[config.mk]
export PLATFORM = sky130hd
export DESIGN_NAME = fragment_event_reassembler_unit_flat
export DESIGN_NICKNAME = d
export VERILOG_FILES = /design/src/fer_pkg.sv /design/src/fer_if.sv /design/src/fragment_event_reassembler_unit.sv /design/src/flat_wrapper.sv
export SDC_FILE = /design/constraint.sdc
export NUM_CORES = 1
export LEC_CHECK = 0
export BUFFER_PORTS_ARGS = -buffer_cell sky130_fd_sc_hd__buf_2
export CORE_MARGIN = 4
export CORE_UTILIZATION = 30
export CTS_CLUSTER_SIZE = 30
export DETAILED_ROUTE_END_ITERATION = 7
export GPL_TIMING_DRIVEN = 0
export HOLD_SLACK_MARGIN = 0.02
export PLACE_DENSITY_LB_ADDON = 0.08
export RECOVER_POWER = 25
export SYNTH_ARGS = -nofsm -noshare
export SYNTH_HDL_FRONTEND = slang
export SYNTH_SLANG_ARGS = --single-unit
[constraint.sdc]
create_clock -name clk -period 9.2 [get_ports clk]
set_input_delay 0.46 -clock clk [delete_from_list [all_inputs] [get_ports clk]]
set_output_delay 0.46 -clock clk [all_outputs]
set_load 0.005 [all_outputs]
[src/fer_pkg.sv]
// ----------------------------------------------------------------------------
// fer_pkg
// Types, constants and result builders for the fragment event reassembler.
// ----------------------------------------------------------------------------
package fer_pkg;

  localparam int WORD_W   = 16;
  localparam int LEN_W    = 12;
  localparam int STACK_W  = 3;
  localparam int QDEPTH   = 6;
  localparam int QCNT_W   = $clog2(QDEPTH + 1);
  localparam int QIDX_W   = $clog2(QDEPTH);
  localparam int MAX_RES  = 3;

  localparam logic [WORD_W-1:0] TERM_WORD = 16'hffff;
  localparam logic [WORD_W-1:0] CNT_MAX   = 16'hffff;
  localparam int STACK_LSB = 13;
  localparam int MORE_BIT  = 12;

  typedef struct packed {
    logic [WORD_W-1:0]  data_word;
    logic               data_valid;
    logic [STACK_W-1:0] stack_id;
    logic               event_end;
    logic [WORD_W-1:0]  total_words;
  } result_t;

  function automatic result_t mk_data(input logic [WORD_W-1:0] w,
                                      input logic [STACK_W-1:0] stk);
    result_t r;
    r.data_word   = w;
    r.data_valid  = 1'b1;
    r.stack_id    = stk;
    r.event_end   = 1'b0;
    r.total_words = '0;
    return r;
  endfunction

  function automatic result_t mk_end(input logic [STACK_W-1:0] stk,
                                     input logic [WORD_W-1:0] cnt);
    result_t r;
    r.data_word   = '0;
    r.data_valid  = 1'b0;
    r.stack_id    = stk;
    r.event_end   = 1'b1;
    r.total_words = cnt;
    return r;
  endfunction

endpackage

[src/fer_if.sv]
// ----------------------------------------------------------------------------
// fer_if
// Valid/ready channels: stream words in, reassembled results out.
// ----------------------------------------------------------------------------
interface fer_word_if;
  logic                        valid;
  logic                        ready;
  logic [fer_pkg::WORD_W-1:0]  word;

  modport source (output valid, output word, input ready);
  modport sink   (input valid, input word, output ready);
endinterface

interface fer_result_if;
  logic                        valid;
  logic                        ready;
  logic [fer_pkg::WORD_W-1:0]  data_word;
  logic                        data_valid;
  logic [fer_pkg::STACK_W-1:0] stack_id;
  logic                        event_end;
  logic [fer_pkg::WORD_W-1:0]  total_words;

  modport source (output valid, output data_word, output data_valid, output stack_id,
                  output event_end, output total_words, input ready);
  modport sink   (input valid, input data_word, input data_valid, input stack_id,
                  input event_end, input total_words, output ready);
endinterface

[src/fragment_event_reassembler_unit.sv]
// ----------------------------------------------------------------------------
// fragment_event_reassembler_unit
// Rebuilds events from fragmented 16-bit word streams.
// ----------------------------------------------------------------------------
// in_ch carries one stream word per handshake: a fragment header (stack id,
// continuation bit, payload length) or a payload word. out_ch carries one
// result per handshake: a payload word tagged with the event's stack id, or
// the end word with the event's total word count (saturating at 65535).
// A trailing bus-error terminator (last payload word 0xFFFF) is dropped with
// the word before it, so up to two payload words are held back in the core.
// Each word is decoded in the cycle it is accepted; its results (zero to
// three) enter a six-entry result queue, and the registered queue head
// drives out_ch.
// Throughput is one word per cycle while the queue has room; in_ch.ready
// drops while the queue has fewer than three free entries. A stall on out_ch
// holds the queue head and fills the queue until input is held off.
// Reset (rst_n low, synchronous) empties the queue and waits for a header.
// ----------------------------------------------------------------------------
module fragment_event_reassembler_unit (
  input  logic         clk,
  input  logic         rst_n,
  fer_word_if.sink     in_ch,
  fer_result_if.source out_ch
);
  import fer_pkg::*;

  logic                expect_hdr_r, expect_hdr_nxt;
  logic [LEN_W-1:0]    remain_r, remain_nxt;
  logic                more_r, more_nxt;
  logic [STACK_W-1:0]  stack_r, stack_nxt;
  logic                first_r, first_nxt;
  logic [WORD_W-1:0]   wcnt_r, wcnt_nxt;
  logic [WORD_W-1:0]   h0_r, h0_nxt, h1_r, h1_nxt;
  logic [1:0]          hc_r, hc_nxt;

  result_t             res [MAX_RES];
  logic [1:0]          nres;

  result_t             q_r [QDEPTH];
  result_t             q_nxt [QDEPTH];
  logic [QCNT_W-1:0]   qcnt_r, qcnt_nxt;

  logic accept, pop;

  assign in_ch.ready = (qcnt_r <= QCNT_W'(QDEPTH - MAX_RES));
  assign accept      = in_ch.valid && in_ch.ready;
  assign pop         = out_ch.valid && out_ch.ready;

  always_comb begin
    logic [WORD_W-1:0]  w;
    logic [WORD_W-1:0]  cinc;
    logic [LEN_W-1:0]   len;
    logic [WORD_W-1:0]  last;
    logic               closing;

    w              = in_ch.word;
    cinc           = (wcnt_r == CNT_MAX) ? wcnt_r : wcnt_r + 1'b1;
    len            = w[LEN_W-1:0];
    last           = (hc_r == 2'd2) ? h1_r : h0_r;
    closing        = 1'b0;
    expect_hdr_nxt = expect_hdr_r;
    remain_nxt     = remain_r;
    more_nxt       = more_r;
    stack_nxt      = stack_r;
    first_nxt      = first_r;
    wcnt_nxt       = wcnt_r;
    h0_nxt         = h0_r;
    h1_nxt         = h1_r;
    hc_nxt         = hc_r;
    nres           = 2'd0;
    for (int i = 0; i < MAX_RES; i++) res[i] = '0;

    if (accept) begin
      wcnt_nxt = cinc;
      if (expect_hdr_r) begin
        if (!first_r) stack_nxt = w[WORD_W-1:STACK_LSB];
        first_nxt = 1'b1;
        more_nxt  = w[MORE_BIT];
        if (len == '0) begin
          remain_nxt = '0;
          if (!w[MORE_BIT]) begin
            if (!(hc_r != 2'd0 && last == TERM_WORD)) begin
              if (hc_r != 2'd0) begin
                res[nres] = mk_data(h0_r, stack_nxt);
                nres      = nres + 2'd1;
              end
              if (hc_r == 2'd2) begin
                res[nres] = mk_data(h1_r, stack_nxt);
                nres      = nres + 2'd1;
              end
            end
            closing = 1'b1;
          end
        end else begin
          remain_nxt     = len;
          expect_hdr_nxt = 1'b0;
          if (!w[MORE_BIT] && len == LEN_W'(1) && hc_r == 2'd2) begin
            res[nres] = mk_data(h0_r, stack_nxt);
            nres      = nres + 2'd1;
            h0_nxt    = h1_r;
            hc_nxt    = 2'd1;
          end
        end
      end else if (remain_r <= LEN_W'(1)) begin
        remain_nxt = '0;
        if (more_r) begin
          hc_nxt = hc_r;
          if (hc_r == 2'd2) begin
            res[nres] = mk_data(h0_r, stack_r);
            nres      = nres + 2'd1;
            h0_nxt    = h1_r;
            hc_nxt    = 2'd1;
          end
          if (hc_nxt[0]) h1_nxt = w;
          else           h0_nxt = w;
          hc_nxt         = hc_nxt + 2'd1;
          expect_hdr_nxt = 1'b1;
        end else begin
          hc_nxt = hc_r;
          if (hc_r == 2'd2) begin
            res[nres] = mk_data(h0_r, stack_r);
            nres      = nres + 2'd1;
            h0_nxt    = h1_r;
            hc_nxt    = 2'd1;
          end
          if (w != TERM_WORD) begin
            if (hc_nxt != 2'd0) begin
              res[nres] = mk_data(h0_nxt, stack_r);
              nres      = nres + 2'd1;
            end
            res[nres] = mk_data(w, stack_r);
            nres      = nres + 2'd1;
          end
          closing = 1'b1;
        end
      end else begin
        hc_nxt = hc_r;
        if (!more_r && remain_r == LEN_W'(2)) begin
          if (hc_r != 2'd0) begin
            res[nres] = mk_data(h0_r, stack_r);
            nres      = nres + 2'd1;
          end
          if (hc_r == 2'd2) begin
            res[nres] = mk_data(h1_r, stack_r);
            nres      = nres + 2'd1;
          end
          hc_nxt = 2'd0;
        end else if (hc_r == 2'd2) begin
          res[nres] = mk_data(h0_r, stack_r);
          nres      = nres + 2'd1;
          h0_nxt    = h1_r;
          hc_nxt    = 2'd1;
        end
        if (hc_nxt[0]) h1_nxt = w;
        else           h0_nxt = w;
        hc_nxt     = hc_nxt + 2'd1;
        remain_nxt = remain_r - 1'b1;
      end

      if (closing) begin
        res[nres]      = mk_end(stack_nxt, cinc);
        nres           = nres + 2'd1;
        wcnt_nxt       = '0;
        first_nxt      = 1'b0;
        hc_nxt         = 2'd0;
        expect_hdr_nxt = 1'b1;
        more_nxt       = 1'b0;
        remain_nxt     = '0;
      end
    end
  end

  // Result queue: head at entry 0, shift on pop, append behind the survivors.
  always_comb begin
    logic [QCNT_W-1:0] base;
    logic [QCNT_W-1:0] rel;

    base = qcnt_r - QCNT_W'(pop);
    for (int j = 0; j < QDEPTH; j++) begin
      if (pop && j < QDEPTH - 1) q_nxt[j] = q_r[j + 1];
      else                       q_nxt[j] = q_r[j];
    end
    for (int j = 0; j < QDEPTH; j++) begin
      rel = QCNT_W'(j) - base;
      if (QCNT_W'(j) >= base && rel < QCNT_W'(nres)) q_nxt[j] = res[rel[1:0]];
    end
    qcnt_nxt = base + QCNT_W'(nres);
  end

  always_ff @(posedge clk) begin
    if (!rst_n) begin
      expect_hdr_r <= 1'b1;
      remain_r     <= '0;
      more_r       <= 1'b0;
      stack_r      <= '0;
      first_r      <= 1'b0;
      wcnt_r       <= '0;
      hc_r         <= 2'd0;
      qcnt_r       <= '0;
    end else begin
      expect_hdr_r <= expect_hdr_nxt;
      remain_r     <= remain_nxt;
      more_r       <= more_nxt;
      stack_r      <= stack_nxt;
      first_r      <= first_nxt;
      wcnt_r       <= wcnt_nxt;
      hc_r         <= hc_nxt;
      qcnt_r       <= qcnt_nxt;
    end
  end

  always_ff @(posedge clk) begin
    h0_r <= h0_nxt;
    h1_r <= h1_nxt;
    for (int j = 0; j < QDEPTH; j++) q_r[j] <= q_nxt[j];
  end

  assign out_ch.valid       = (qcnt_r != '0);
  assign out_ch.data_word   = q_r[0].data_word;
  assign out_ch.data_valid  = q_r[0].data_valid;
  assign out_ch.stack_id    = q_r[0].stack_id;
  assign out_ch.event_end   = q_r[0].event_end;
  assign out_ch.total_words = q_r[0].total_words;

endmodule

[src/flat_wrapper.sv]
// flat-port wrapper written by rule: the top's interface ports become plain ports
module fragment_event_reassembler_unit_flat import fer_pkg::*;
  (clk, rst_n, in_ch_valid, in_ch_word, in_ch_ready, out_ch_valid, out_ch_data_word, out_ch_data_valid, out_ch_stack_id, out_ch_event_end, out_ch_total_words, out_ch_ready);
  fer_word_if in_ch_i ();
  fer_result_if out_ch_i ();
  input  logic clk;
  input  logic rst_n;
  input wire logic [$bits(in_ch_i.valid)-1:0] in_ch_valid;
  input wire logic [$bits(in_ch_i.word)-1:0] in_ch_word;
  output wire logic [$bits(in_ch_i.ready)-1:0] in_ch_ready;
  output wire logic [$bits(out_ch_i.valid)-1:0] out_ch_valid;
  output wire logic [$bits(out_ch_i.data_word)-1:0] out_ch_data_word;
  output wire logic [$bits(out_ch_i.data_valid)-1:0] out_ch_data_valid;
  output wire logic [$bits(out_ch_i.stack_id)-1:0] out_ch_stack_id;
  output wire logic [$bits(out_ch_i.event_end)-1:0] out_ch_event_end;
  output wire logic [$bits(out_ch_i.total_words)-1:0] out_ch_total_words;
  input wire logic [$bits(out_ch_i.ready)-1:0] out_ch_ready;
  assign in_ch_i.valid = in_ch_valid;
  assign in_ch_i.word = in_ch_word;
  assign in_ch_ready = in_ch_i.ready;
  assign out_ch_valid = out_ch_i.valid;
  assign out_ch_data_word = out_ch_i.data_word;
  assign out_ch_data_valid = out_ch_i.data_valid;
  assign out_ch_stack_id = out_ch_i.stack_id;
  assign out_ch_event_end = out_ch_i.event_end;
  assign out_ch_total_words = out_ch_i.total_words;
  assign out_ch_i.ready = out_ch_ready;
  fragment_event_reassembler_unit u_core (.clk(clk), .rst_n(rst_n), .in_ch(in_ch_i), .out_ch(out_ch_i));
endmodule
# Word level (Yosys, flattened, before mapping)
# Memory sizes are Yosys's and may differ from the RTL's.
# Index checks and enable logic that the tools add are counted.
# op_classes
bitwise_logic,12
n_reduce_logical,29
n_mux,180
add_sub_neg,17
magnitude_cmp,30
n_eq_ne,13
# op_table
op,n
$mux W111,16
$mux W37,48
$bwmux W111,5
$bmux W37 S2,6
$demux W37 S2,5
$mux W16,19
$mux W74,3
$mux W2,51
$mux W12,4
$ge A3 B3 Y1 const B,11
$not A2 Y3,11
$eq A16 B16 Y1 const B,2
$lt A3 B2 Y1,6
$mux W1,18
$logic_and A1 B1 Y1,17
$add A16 B1 Y16 const B,1
$ne A16 B16 Y1 const B,1
$lt A3 B1 Y1 const B,5
$mux W3,5
$add A2 B1 Y2 const B,7
$eq A12 B1 Y1 const B,1
$eq A12 B2 Y1 const B,1
$le A12 B1 Y1 const B,1
$logic_not A12 Y1,1
other kinds (23),36
# totals
wordCells,292
regBits,71
input_bits,20
memories,1
ramBits,222
out_inout_bits,39
# memory_table
memory,words,width,rd,rd_ports_with_merged_regs,write_ports,line,rtl
u_core.q_r,6,37,6,0,6,fragment_event_reassembler_unit.sv:39,result_t q_r [QDEPTH];

# Longest topological paths before layout
# logic_depth
ltp_word,31
mapped_depth,23
mapped_depth_nobuf,19

# Least setup slack after synthesis
# No wires, ideal clock.
# synth_timing
path_kind,register to register
startpoint,reg u_core.remain_r[7] (netlist name)
endpoint,mem u_core.q_r[5][0] (netlist bit) (enable)
synth_period_minus_slack_ns,6.866
stages_incl_launch_ff,17
setup_time_ns,0.485
arrival_time_ns,6.381
path_buffers,2
required_ns,8.715
setup_slack_ns,2.334
cell_sequence,dfxtp_1 > or4_4 > or4_1 > buf_2 > nor4_4 > buf_6 > a32oi_1 > o21ai_0 > or3_1 > o21ai_0 > inv_1 > ha_1 > o22ai_1 > nand2_1 > ha_1 > a21o_1 > nor3b_1
# synth_rtl
element,line
to (decl),fragment_event_reassembler_unit.sv:39

==> metrics.yaml <==
critical_path:
  crit_fanout: 21
  slowest_delay_ps: 700
  crit_top_cell: "clkbuf_1"
  required_ps: 9500
  reg2reg_from: "u_core.hc_r[0]"
  critical_path_class: "reg2reg"
  regToRegSetupSlack_ps: 1900
  start_kind: "register"
  path_cells: "inv_1 -> ha_1 -> clkbuf_1 -> clkbuf_1 -> buf_1 -> clkbuf_1 -> a311oi_1 -> or3_1 -> o21ai_0 -> inv_1 -> ha_1 -> o22ai_1 -> nand2_1 -> ha_1 -> a21o_1 -> or3_1 -> clkbuf_1 -> clkbuf_1 -> nand2_2 -> buf_12"
  critPathTopFamily: "buffers and inverters"
  reg2reg_depth: 20
  cp_num_buf_inv: 9
  end_kind: "register"
  startpoint: "u_core.hc_r[0]"
  r2r-end: "u_core.q_r[1][35]"
  cpMaxStageDelayCell: "clkbuf_1"
  crit_arrival_ps: 7600
logic_synthesis:
  yosys-top-cells-count: "nand2_1 (298), edfxtp_1 (254), o21ai_0 (189)"
  synth_ff_type: "edfxtp_1"
  synth_seq_cells: 293
  synth_area_leader_cell: "edfxtp_1"
  yosysSeqAreaShare: 0.496
  netlist_instances: 1782
  postSynthNetCount: 1833
  synth_most_common_cell: "nand2_1"
  yosys_warnings: 0
  synth_cell_types: 82
  synth.area.top_cells: "edfxtp_1 (45%), nand2_1 (6.6%), o21ai_0 (5.6%), dfxtp_1 (4.6%), clkbuf_1 (2.7%)"
  synth-edff-count: 254
  yosysTopAreaCellShare: 0.450
  syn_area_per_cell_sq_um: 9.52
  synthesis.area_sq_um: 17000
  ys_async_sr_fraction: 0
timing:
  fin_hold_ws_ps: 148
  finalSetupViolations: 0
  maxSlewViolCount: 0
  max_slew.worst_pin.slew_ps: 1320
  post-route-min-period_ps: 7300
  clock-skew-final_ps: 28.9
  fin_setup_tns_ps: 0
  fmax_mhz: 137
  hold_viol: 0
  fin_crit_sh: 0.794
  rsz0062_at_grt: "no"
  maxSlewHeadroom: 0.113
routing:
  wl_per_cell_um: 24.5
  drt-total-wl_um: 65400
  ant_nets: 0
  drc: 0
  dr.first_iter.drc_count: 1626
  viasPerCell: 5.65
  first_pass_iters: 5
  vias: 15100
pwr:
  leakagePower_nw: 6.71
  cellPowerDensity_nw_per_um2: 409
  vdd_drop_max_uv: 218
min_path:
  worstHoldPathType: "in2reg"
  hold_path_end: "u_core.h1_r[1]"
  min_path_cells: 1
  min_from: "in_ch_word[1]"
cts:
  hold_buffers: 0
  numCtsBuffers: 37
  clkTransAtPathRegs_ps: 60
  postCtsSetupRepairBufs: 0
  cts_resized: 0
  h-tree-depth: 2
  cts-root-buf: "clkbuf_16"
  cts_tree: "yes"
  cts_sinks: 293
  clk_latency_ps: 580
  cts_max_path_buffers: 3
cells_and_area:
  syn2layout_area_growth_pct: 15.1
  stdcell_area_sq_um: 19500
  nFillCells: 5762
  diodes: 0
  multi_input_area_sq_um: 7900
  register_area_sq_um: 8410
  drive_gt1_frac: 0.0745
  stdcell_count: 2667
  fin_nets: 1941
global_route:
  grt_util_all_layers: 0.212
  antenna_found_initial: 0
  gr-total-overflow: 0
  first_global_vias: 14300
  grt_pass1_wl_um: 97200
  grt_max_degree: 37
floorplan:
  dieArea_sq_um: 60400
  ios: 59
  fp.dieW_um: 246
  rows: 86
  core-area_sq_um: 55500
  die_y_um: 246
  initial_core_util: 0.306
run:
  cap_violations: 0
placement:
  hpwl_um: 49500
  dp_cells: 2599
  io_buffer_count: 57
  place_area_sq_um: 18400
  gp_congestion: 0.939
status:
  status: "complete, no violations"
state kept, by name, indices dropped and copies added, names as in the netlist, 2 cells and up:
signal and count:
u_core.h1_r 16, u_core.stack_r 3, u_core.hc_r 2, u_core.h0_r 16, u_core.remain_r 12, u_core.qcnt_r 3
u_core.wcnt_r 16, u_core.q_r 222
placed cells by master (no fill, tap or decap), types with 11 or more instances in the layout:
| cell | n |
|---|---|
| o22ai_1 | 12 |
| a22oi_1 | 27 |
| a31oi_1 | 33 |
| mux2i_1 | 27 |
| nor2b_1 | 17 |
| nor3_1 | 40 |
| clkbuf_16 | 37 |
| o211a_1 | 12 |
| nor2_1 | 117 |
| mux2_2 | 22 |
| a221o_1 | 13 |
| a22o_1 | 11 |
| inv_1 | 31 |
| and2_1 | 17 |
| clkbuf_1 | 173 |
| nand3_1 | 47 |
| edfxtp_1 | 254 |
| nand4_1 | 25 |
| and2_0 | 15 |
| a21o_1 | 16 |
| o21ai_0 | 190 |
| and3_1 | 21 |
| a221oi_1 | 38 |
| or4_1 | 18 |
| or3_1 | 11 |
| clkinv_1 | 12 |
| a32oi_1 | 21 |
| dfxtp_1 | 39 |
| nor4_1 | 18 |
| a21oi_1 | 74 |
| o31ai_1 | 15 |
| ha_1 | 30 |
| nand2_1 | 293 |
| buf_2 | 22 |
cell type report:
class                   count  share of cell area
plain buffers             139              0.0282
multi-input cells        1317               0.405
repair buffers             69              0.0208
inverters                  33             0.00634
clock buffers              43              0.0486
flip-flops and latches    293               0.431
clock inverters            25              0.0129
well taps                 748              0.0479
kinds of logic after synthesis:
kind of cell             Yosys count  share of synthesized area
adder cells (fa/ha/maj)           31                     0.0233
AND/OR/NAND/NOR                  680                      0.189
buffers and inverters            172                     0.0399
flip-flops                       293                      0.496
XOR/XNOR                          18                    0.00929
AO/OA/AOI/OAI                    537                      0.211
multiplexers                      51                     0.0319
power breakdown:
group          switching [mW]  leakage, nW  internal, mW
sequential              0.187         2.70          2.52
combinational            2.73         3.43          1.09
clock                   0.618        0.582         0.836
worst max-delay path by stage:
| stage | to | slack [ps] | cells after the start |
|---|---|---|---|
| after floorplan | u_core.q_r[5][0] | 2330 | 16 |
| after global placement | u_core.q_r[5][34] | -1240 | 16 |
| after detailed placement | u_core.q_r[1][34] | 1600 | 20 |
| after CTS | u_core.q_r[1][34] | 1800 | 20 |
| after global routing | u_core.q_r[1][34] | 1360 | 20 |
| final | u_core.q_r[1][35] | 1900 | 20 |
metrics by stage:
| step | util | setup WS, ps | power, mW |
|---|---|---|---|
| finish | 0.352 | 1900 | 7.99 |
| detailed placement | 0.331 | 1600 | 6.57 |
| CTS | 0.353 | 1800 | 8.07 |
| global route | 0.352 | 1360 | 8.53 |
| floorplan | - | 2330 | 5.00 |
| global placement | 0.327 | -1240 | 6.42 |
per-layer routing:
metal,track usage,part of all wire
met1,0.311,0.47
met4,0.0622,0.030
met5,0,0
met3,0.0442,0.080
met2,0.313,0.42
Power figures use the tool's default switching activity.
